===== config.mk =====
export PLATFORM = sky130hd
export DESIGN_NAME = window_peak_to_peak_channel_select
export DESIGN_NICKNAME = d
export VERILOG_FILES = /design/src/hdl/wpp_pkg.sv /design/src/hdl/window_peak_to_peak_channel_select.sv /design/src/hdl/wpp_ram.sv /design/src/hdl/wpp_scan.sv /design/src/hdl/wpp_select.sv
export SDC_FILE = /design/constraint.sdc
export NUM_CORES = 1
export LEC_CHECK = 0
export BUFFER_PORTS_ARGS = -buffer_cell sky130_fd_sc_hd__buf_2
export CORE_ASPECT_RATIO = 0.9
export CORE_UTILIZATION = 50
export DETAILED_ROUTE_END_ITERATION = 16
export PLACE_DENSITY_LB_ADDON = 0.1
export SLEW_MARGIN = 15
export SYNTH_ARGS = -nofsm -noshare
export SYNTH_HDL_FRONTEND = slang
export SYNTH_SLANG_ARGS = --single-unit
export TNS_END_PERCENT = 10

===== constraint.sdc =====
create_clock -name clk -period 10.6 [get_ports clk]
set_input_delay 1.06 -clock clk [delete_from_list [all_inputs] [get_ports clk]]
set_output_delay 1.06 -clock clk [all_outputs]
set_load 0.005 [all_outputs]

===== src/hdl/wpp_pkg.sv =====
// shared constants and types of the window peak-to-peak channel selector
`timescale 1ns / 1ps
`default_nettype none
package wpp_pkg;

	localparam int NUM_CH       = 4;
	localparam int SAMPLE_W     = 8;
	localparam int WINDOW_DEPTH = 32;
	localparam int SLOT_W       = $clog2(WINDOW_DEPTH);
	localparam int FILL_W       = $clog2(WINDOW_DEPTH + 1);
	localparam int MEM_W        = NUM_CH * SAMPLE_W;
	localparam int BEST_W       = $clog2(NUM_CH);

	localparam int PADDR_W = 3;
	localparam int PDATA_W = 32;

	// register index taken from paddr[2]
	localparam logic REG_DETECT_THRESHOLD = 1'b0;

	localparam logic [SAMPLE_W-1:0] THRESHOLD_RESET = SAMPLE_W'(100);

	typedef logic [SAMPLE_W-1:0] sample_t;
	typedef logic [NUM_CH-1:0][SAMPLE_W-1:0] chan_vec_t;

	typedef struct packed {
		logic      valid;
		chan_vec_t mag;
	} span_res_t;

endpackage
`default_nettype wire


===== src/hdl/window_peak_to_peak_channel_select.sv =====
// top level of the four-channel sliding window peak-to-peak selector
`timescale 1ns / 1ps
`default_nettype none
// Each accepted frame carries one 8-bit sample for each of four channels. The
// samples are stored in a 32-entry window memory (one word holds all four
// channels) and the block then walks the valid part of the window through the
// memory's single read port, one entry per cycle, tracking min and max per
// channel. The scan covers the N samples in the window after the write (1 up
// to 32), and no new frame is taken until the scan of the last one is done and
// its result has been taken into the output register.
// The result reports max minus min of each channel, the strongest channel (ties
// to the lower index) and a detect flag when that magnitude is strictly above
// detect_threshold (APB register at byte address 0, reset 100). A finished
// result sits in an output register, so a stalled output does not hold up the
// next frame's scan. No clearing pass is needed after reset.
module window_peak_to_peak_channel_select (
	input  wire logic                          clk,
	input  wire logic                          arst_n,
	// input transaction
	input  wire logic                          in_valid,
	output logic                               in_ready,
	input  wire logic [wpp_pkg::SAMPLE_W-1:0]  sample_ch1,
	input  wire logic [wpp_pkg::SAMPLE_W-1:0]  sample_ch2,
	input  wire logic [wpp_pkg::SAMPLE_W-1:0]  sample_ch3,
	input  wire logic [wpp_pkg::SAMPLE_W-1:0]  sample_ch4,
	// result transaction
	output logic                               out_valid,
	input  wire logic                          out_ready,
	output logic [wpp_pkg::SAMPLE_W-1:0]       mag_ch1,
	output logic [wpp_pkg::SAMPLE_W-1:0]       mag_ch2,
	output logic [wpp_pkg::SAMPLE_W-1:0]       mag_ch3,
	output logic [wpp_pkg::SAMPLE_W-1:0]       mag_ch4,
	output logic [wpp_pkg::BEST_W-1:0]         best_channel,
	output logic                               detected,
	// apb register port
	input  wire logic                          psel,
	input  wire logic                          penable,
	input  wire logic                          pwrite,
	input  wire logic [wpp_pkg::PADDR_W-1:0]   paddr,
	input  wire logic [wpp_pkg::PDATA_W-1:0]   pwdata,
	output logic      [wpp_pkg::PDATA_W-1:0]   prdata,
	output logic                               pready
);
	import wpp_pkg::*;

	sample_t             threshold_q;
	chan_vec_t           samples;
	span_res_t           span;
	logic                res_take;
	logic [BEST_W-1:0]   sel_best;
	logic                sel_detected;
	logic                reg_hit;

	// register file: one threshold register, index taken from the word address
	assign pready  = 1'b1;
	assign reg_hit = (paddr[2] == REG_DETECT_THRESHOLD);
	assign prdata  = reg_hit ? PDATA_W'(threshold_q) : '0;

	always_ff @(posedge clk or negedge arst_n) begin
		if (!arst_n) begin
			threshold_q <= THRESHOLD_RESET;
		end else if (psel && penable && pwrite && pready && reg_hit) begin
			threshold_q <= pwdata[SAMPLE_W-1:0];
		end
	end

	// channel one sits in the lowest byte of the memory word
	assign samples[0] = sample_ch1;
	assign samples[1] = sample_ch2;
	assign samples[2] = sample_ch3;
	assign samples[3] = sample_ch4;

	wpp_scan u_scan (
		.clk      (clk),
		.arst_n   (arst_n),
		.in_valid (in_valid),
		.in_ready (in_ready),
		.samples  (samples),
		.res      (span),
		.res_take (res_take)
	);

	wpp_select u_select (
		.mag       (span.mag),
		.threshold (threshold_q),
		.best      (sel_best),
		.detected  (sel_detected)
	);

	// output register: loads when empty or being drained this cycle
	assign res_take = span.valid && (!out_valid || out_ready);

	always_ff @(posedge clk or negedge arst_n) begin
		if (!arst_n) begin
			out_valid <= 1'b0;
		end else if (res_take) begin
			out_valid <= 1'b1;
		end else if (out_ready) begin
			out_valid <= 1'b0;
		end
	end

	always_ff @(posedge clk) begin
		if (res_take) begin
			mag_ch1      <= span.mag[0];
			mag_ch2      <= span.mag[1];
			mag_ch3      <= span.mag[2];
			mag_ch4      <= span.mag[3];
			best_channel <= sel_best;
			detected     <= sel_detected;
		end
	end

endmodule
`default_nettype wire


===== src/hdl/wpp_ram.sv =====
// single write port, single registered read port memory
`timescale 1ns / 1ps
`default_nettype none
module wpp_ram #(
	parameter int DEPTH = 32,
	parameter int WIDTH = 32,
	localparam int AW = $clog2(DEPTH)
) (
	input  wire logic             clk,
	input  wire logic             we,
	input  wire logic [AW-1:0]    waddr,
	input  wire logic [WIDTH-1:0] wdata,
	input  wire logic             re,
	input  wire logic [AW-1:0]    raddr,
	output logic      [WIDTH-1:0] rdata
);

	logic [WIDTH-1:0] mem [DEPTH];

	always_ff @(posedge clk) begin
		if (we) begin
			mem[waddr] <= wdata;
		end
	end

	always_ff @(posedge clk) begin
		if (re) begin
			rdata <= mem[raddr];
		end
	end

endmodule
`default_nettype wire


===== src/hdl/wpp_scan.sv =====
// window store and min/max scan sequencer
`timescale 1ns / 1ps
`default_nettype none
module wpp_scan (
	input  wire logic               clk,
	input  wire logic               arst_n,
	input  wire logic               in_valid,
	output logic                    in_ready,
	input  wire wpp_pkg::chan_vec_t samples,
	output wpp_pkg::span_res_t      res,
	input  wire logic               res_take
);
	import wpp_pkg::*;

	localparam logic [1:0] ST_IDLE  = 2'd0;
	localparam logic [1:0] ST_READ  = 2'd1;
	localparam logic [1:0] ST_DRAIN = 2'd2;
	localparam logic [1:0] ST_DONE  = 2'd3;

	logic [1:0]        state_q;
	logic [SLOT_W-1:0] slot_q;
	logic [FILL_W-1:0] fill_q;
	logic [FILL_W-1:0] rd_idx_q;
	logic [FILL_W-1:0] rd_idx_nxt;
	logic              rd_vld_s1;
	chan_vec_t         min_q;
	chan_vec_t         max_q;
	logic [MEM_W-1:0]  rdata;
	logic              accept;
	logic              rd_en;

	assign in_ready   = (state_q == ST_IDLE);
	assign accept     = in_valid && in_ready;
	assign rd_en      = (state_q == ST_READ);
	assign rd_idx_nxt = rd_idx_q + FILL_W'(1);

	wpp_ram #(
		.DEPTH (WINDOW_DEPTH),
		.WIDTH (MEM_W)
	) u_ram (
		.clk   (clk),
		.we    (accept),
		.waddr (slot_q),
		.wdata (samples),
		.re    (rd_en),
		.raddr (rd_idx_q[SLOT_W-1:0]),
		.rdata (rdata)
	);

	always_ff @(posedge clk or negedge arst_n) begin
		if (!arst_n) begin
			state_q   <= ST_IDLE;
			slot_q    <= '0;
			fill_q    <= '0;
			rd_idx_q  <= '0;
			rd_vld_s1 <= 1'b0;
		end else begin
			rd_vld_s1 <= rd_en;
			case (state_q)
				ST_IDLE: begin
					if (in_valid) begin
						slot_q   <= (slot_q == SLOT_W'(WINDOW_DEPTH - 1)) ?
							'0 : slot_q + SLOT_W'(1);
						fill_q   <= (fill_q == FILL_W'(WINDOW_DEPTH)) ?
							fill_q : fill_q + FILL_W'(1);
						rd_idx_q <= '0;
						state_q  <= ST_READ;
					end
				end
				ST_READ: begin
					rd_idx_q <= rd_idx_nxt;
					if (rd_idx_nxt == fill_q) begin
						state_q <= ST_DRAIN;
					end
				end
				ST_DRAIN: begin
					state_q <= ST_DONE;
				end
				ST_DONE: begin
					if (res_take) begin
						state_q <= ST_IDLE;
					end
				end
				default: begin
					state_q <= ST_IDLE;
				end
			endcase
		end
	end

	// running min/max per channel, restarted on each frame
	always_ff @(posedge clk) begin
		for (int ch = 0; ch < NUM_CH; ch++) begin
			if (accept) begin
				min_q[ch] <= '1;
				max_q[ch] <= '0;
			end else if (rd_vld_s1) begin
				if (rdata[ch*SAMPLE_W +: SAMPLE_W] < min_q[ch]) begin
					min_q[ch] <= rdata[ch*SAMPLE_W +: SAMPLE_W];
				end
				if (rdata[ch*SAMPLE_W +: SAMPLE_W] > max_q[ch]) begin
					max_q[ch] <= rdata[ch*SAMPLE_W +: SAMPLE_W];
				end
			end
		end
	end

	always_comb begin
		res.valid = (state_q == ST_DONE);
		for (int ch = 0; ch < NUM_CH; ch++) begin
			res.mag[ch] = max_q[ch] - min_q[ch];
		end
	end

endmodule
`default_nettype wire


===== src/hdl/wpp_select.sv =====
// strongest channel pick and threshold compare
`timescale 1ns / 1ps
`default_nettype none
module wpp_select (
	input  wire wpp_pkg::chan_vec_t        mag,
	input  wire wpp_pkg::sample_t          threshold,
	output logic [wpp_pkg::BEST_W-1:0]     best,
	output logic                           detected
);
	import wpp_pkg::*;

	sample_t best_mag;

	// strict greater keeps the lower channel on a tie
	always_comb begin
		best     = '0;
		best_mag = mag[0];
		for (int ch = 1; ch < NUM_CH; ch++) begin
			if (mag[ch] > best_mag) begin
				best     = BEST_W'(ch);
				best_mag = mag[ch];
			end
		end
		detected = (best_mag > threshold);
	end

endmodule
`default_nettype wire


# Word-level counts from Yosys, hierarchy flattened
# Memory sizes are Yosys's and may differ from the RTL's. A register that Yosys moved wholly into a read port is not among the register bits.
# Cells that the tools add are included.
[word_totals]
ff_bits = 128
ramBits = 1024
out_inout_bits = 70
elab_cells = 93
memories = 1
[classes]
addsub = 7
n_lt_le_gt_ge = 12
eq_ne = 9
mux = 17
bitwise = 2
n_reduce_logical = 23
[mem_list]
columns = ["name", "depth", "width", "rd", "rd_ports_with_merged_regs", "wr", "line", "text"]
rows = [
  ["u_scan.u_ram.mem", 32, 32, 1, 1, 1, "wpp_ram.sv:18", "logic [WIDTH-1:0] mem [DEPTH];"],
]
[op_table]
columns = ["cell", "n"]
rows = [
  ["greater-than comparator 8 bit", 8],
  ["< comparator 8 bit", 4],
  ["2-to-1 mux 8 bit", 4],
  ["subtractor 8 bit", 4],
  ["AND reduction 2 bit", 10],
  ["adder 6 x 1 -> 6 bit, second input constant", 2],
  ["one-hot mux 6 bit (2 select lines)", 1],
  ["one-hot mux 2 bit (4 select lines)", 1],
  ["equality test 6 bit", 1],
  ["equality test 6 bit, second input constant", 1],
  ["2-to-1 mux 1 bit", 6],
  ["2-to-1 mux 2 bit", 3],
  ["2-to-1 mux 6 bit", 1],
  ["AND reduction 3 bit", 2],
  ["adder 5 x 1 -> 5 bit, second input constant", 1],
  ["equality test 5 bit, second input constant", 1],
  ["logical AND 1 bit", 5],
  ["2-to-1 mux 5 bit", 1],
  ["equality test 2 bit, second input constant", 2],
  ["inequality test 2 bit, second input constant", 2],
  ["nonzero test 2 bit", 2],
  ["equality test 2 x 1 -> 1 bit, second input constant", 1],
  ["zero test 2 bit", 1],
  ["inequality test 2 x 1 -> 1 bit, second input constant", 1],
  ["4 further kinds", 5],
]

# Logic depth before layout (Yosys ltp)
[depth]
word_depth = 8
depth_mapped = 42
mapped_depth_nobuf = 40

# By module
# Synthesis repeated with hierarchy kept, for this count alone.
[hier_totals]
cells_unflattened = 3225
area_unflattened_um2 = 49890.3
[by_module_without_submodules]
columns = ["module", "instances", "cells_per_inst", "area_per_inst_um2", "seq_area_each_um2"]
rows = [
  ["wpp_ram", 1, 2260, 40811.6, 31710.4],
  ["wpp_scan", 1, 717, 6115.9, 1781.7],
  ["window_peak_to_peak_channel_select", 1, 91, 1677.9, 1280.0],
  ["wpp_select", 1, 157, 1285.0, 0.0],
]

# Least setup slack after synthesis
# OpenSTA, ideal clock, no wires.
[synth_path]
path_kind = "register to register"
from = "register u_scan.min_q[1] (netlist name)"
to = "register detected, data pin"
setup_ps = 262
arrival_ps = 7438
required_ps = 10338
setup_slack_ps = 2900
path_stages_with_launch = 43
n_path_buf = 3
synth_period_minus_slack_ps = 7700
cell_sequence = "dfxtp_1 > inv_1 > ha_1 > nor2b_4 > o31a_1 > o311a_4 > nor2_1 > nor2_1 > nor2_1 > xnor2_1 > inv_1 > ha_1 > nand2_1 > o41a_1 > a21o_1 > buf_6 > a21o_2 > ha_1 > [... 7 more ...] > nor2_1 > a21o_1 > ha_1 > nand3_1 > o22ai_1 > o21bai_1 > a22oi_1 > clkbuf_1 > a2bb2oi_1 > ha_1 > nor2b_1 > o21a_1 > o21ai_0 > nand2b_1 > a21oi_1 > nor2_1 > a211oi_1 > a21oi_1"
[synth_lines]
columns = ["element", "line", "text"]
rows = [
  ["start, declared", "wpp_scan.sv:26", "chan_vec_t min_q;"],
  ["start signal, assigned by index", "wpp_scan.sv:99", "min_q[ch] <= rdata[ch*SAMPLE_W +: SAMPLE_W];"],
  ["end signal, assigned", "window_peak_to_peak_channel_select.sv:110", "detected <= sel_detected;"],
  ["end, declared", "window_peak_to_peak_channel_select.sv:34", "output logic detected,"],
]

==> impl_metrics.json <==
{
  "htree_levels": 3,
  "setup_violations": 0,
  "cp_top_family": "compound AO/OA/AOI/OAI gates",
  "grt_max_degree": 100,
  "critPathMaxStageDelay_ps": 590,
  "syn_area_per_cell_um2": 19.72,
  "crit_top_cell": "ha_1",
  "syn_inst": 2465,
  "cp.required_ps": 11040,
  "fin_setup_tns_ps": 0,
  "port_buffers": 92,
  "synth_edf_count": 1091,
  "ys.flop_type": "edfxtp_1",
  "clock_skew_ps": 17.48,
  "arrival_ps": 8940,
  "synthMuxAreaShare_pct": 17.21,
  "num_vias": 23740,
  "yosysWarnings": 0,
  "grt_pass1_vias": 24520,
  "yosys.area.top_type": "edfxtp_1",
  "netlist_area_um2": 48600,
  "die_area_um2": 98450,
  "cp.buffers_inverters": 4,
  "nNetsFinal": 2829,
  "cp-end-kind": "flop",
  "cts_buffer_depth": 3,
  "leakagePower_nw": 18.54,
  "final_common_cell": "edfxtp_1",
  "die_width_um": 330.6,
  "cts_setup_buffers": 0,
  "start_kind": "flop",
  "cts_tree": "yes",
  "grt-ovfl-total": 0,
  "start_util_pct": 50.44,
  "dp_hpwl_um": 61190,
  "hold_viol_final": 0,
  "antenna_found_initial": 7,
  "insertedDiodeCount": 0,
  "rows": 108,
  "ys_async_sr_fraction_pct": 2.449,
  "irDropWorstVdd_mv": 0.3855,
  "cpMaxStageDelayCell": "nor4_1",
  "synthXorXnorAreaFrac_pct": 0.6668,
  "ioPinCount": 144,
  "status": "finished clean",
  "first_pass_iters": 7,
  "place_area_um2": 50800,
  "worst-path-max-fanout": 18,
  "place_inst": 3767,
  "finalWirelength_um": 108600,
  "yosys.area_share.simple_pct": 2.502,
  "synthAdderAreaFrac_pct": 3.512,
  "layout_common_cells": "edfxtp_1, mux4_2, ha_1",
  "postRouteAntennaNets": 0,
  "clk_pin_slew_ps": 60,
  "worstHoldPathType": "in -> async",
  "synth_compound_area_share_pct": 2.544,
  "fin_crit_ps": 8502,
  "clock_latency_ps": 690,
  "ctsHoldBuffers": 0,
  "crit_type": "reg -> reg",
  "synth_cell_types": 62,
  "worstMarginPinSlew_ps": 1139,
  "first_iter_violations": 2055,
  "max_cap_viol_count": 0,
  "yosys_register_bits": 1184,
  "wl_per_cell_um": 27.26,
  "power.total_mw": 17.30,
  "grt_pass1_wl_um": 160800,
  "slew_headroom_pct": 23.57,
  "drc": 0,
  "final_layout_size_suffix_gt1_share_pct": 26.43,
  "track_usage_pct": 22.51,
  "cts_resized": 0,
  "cts_sinks": 1184,
  "fmax_ghz": 0.1176,
  "core_area_um2": 96350,
  "instances_no_fill": 3982,
  "ys_seq_area_share_pct": 71.55,
  "syn_to_final_growth_pct": 12.20,
  "place_congestion": 0.8643,
  "stdcell_area_um2": 54530,
  "synth_top_area_share_pct": 67.41,
  "cellPowerDensity_nw_per_um2": 317.4,
  "final.period_utilization_pct": 80.20,
  "synth_top_family_by_area": "multiplexers",
  "avgViaCountPerCell": 5.963,
  "cts_buffers": 117,
  "slew_violations": 0,
  "die_h_um": 297.8,
  "yosys-top-cells-area": "edfxtp_1, mux4_2, ha_1, dfxtp_1, mux2i_1",
  "rsz0062_at_grt": "no",
  "clockRootBuffer": "clkbuf_16"
}
==> synth_stat cells (32+ instances only) <==
library cell	count
inv_1	105
nor2_1	97
mux2_2	43
o21ai_0	32
dfxtp_1	64
a21oi_1	47
mux2i_1	67
ha_1	130
clkbuf_1	74
nand2_1	66
mux4_2	320
edfxtp_1	1091
a21o_1	44
==> metal layers <==
metal	track usage, %	share of wire (%)
met2	36.29	49
met3	3.436	6.0
met4	5.706	2.3
met1	32.31	43
met5	0	0.031
==> registers in the layout, summed over array words and instances (netlist names) <==
register,flops
detected,1
u_scan.slot_q,5
mag_ch2,8
mag_ch3,8
out_valid,1
threshold_q,8
u_scan.max_q,32
u_scan.rd_vld_s1,1
u_scan.fill_q,6
u_scan.min_q,32
u_scan.u_ram.rdata,32
u_scan.rd_idx_q,6
mag_ch1,8
mag_ch4,8
best_channel,2
u_scan.state_q,2
u_scan.u_ram.mem,1024
==> report_power, final <==
part	switching [mW]	leakage [nW]	internal (mW)
Clock	1.72	1.81	2.29
Combinational	3.93	6.02	3.40
Sequential	0.331	10.7	5.63
Total	5.99	18.5	11.3
==> area by class of cell <==
| cell class | instances | area, um^2 |
|---|---|---|
| clock buffer | 144 | 3093 |
| tap | 1265 | 1583 |
| clock inverter | 71 | 640.6 |
| multi-input combinational | 1071 | 13180 |
| fill | 7266 | 41820 |
| sequential | 1184 | 34790 |
| inverter | 105 | 394.1 |
| timing repair buffer | 142 | 848.3 |
==> cells by family (layout without fill, tap and decap cells) <==
family,after synthesis,in the layout
other,2,25
buffers and inverters,233,462
and+or+nand+nor,260,260
xor gates and xnor gates,37,37
muxes,430,430
DFF,1184,1184
adders and majority gates,134,134
AOI/OAI and AO/OA,185,185
==> worst paths after layout <==
check	from	end	slack, ps	cells past startpoint
min	arst_n	threshold_q[1]	430	1
max in group asynchronous	arst_n	u_scan.rd_idx_q[2]	9600	1
min in group clk	u_scan.min_q[3]	u_scan.min_q[3]	470	2
max reg2reg	u_scan.min_q[1]	detected	2100	40
max	u_scan.min_q[1]	detected	2100	40
min reg2reg	u_scan.min_q[3]	u_scan.min_q[3]	470	2
==> through the flow <==
step	setup slack (ps)	hold WS (ps)	utilization, %
after floorplan	2900	445.5	-
after global placement	2322	457.0	52.72
after detailed placement	2200	462.8	52.72
after CTS	2174	420.2	56.60
after global routing	1570	452.4	56.60
final	2098	433.4	56.60
Power figures use the tool's default switching activity.
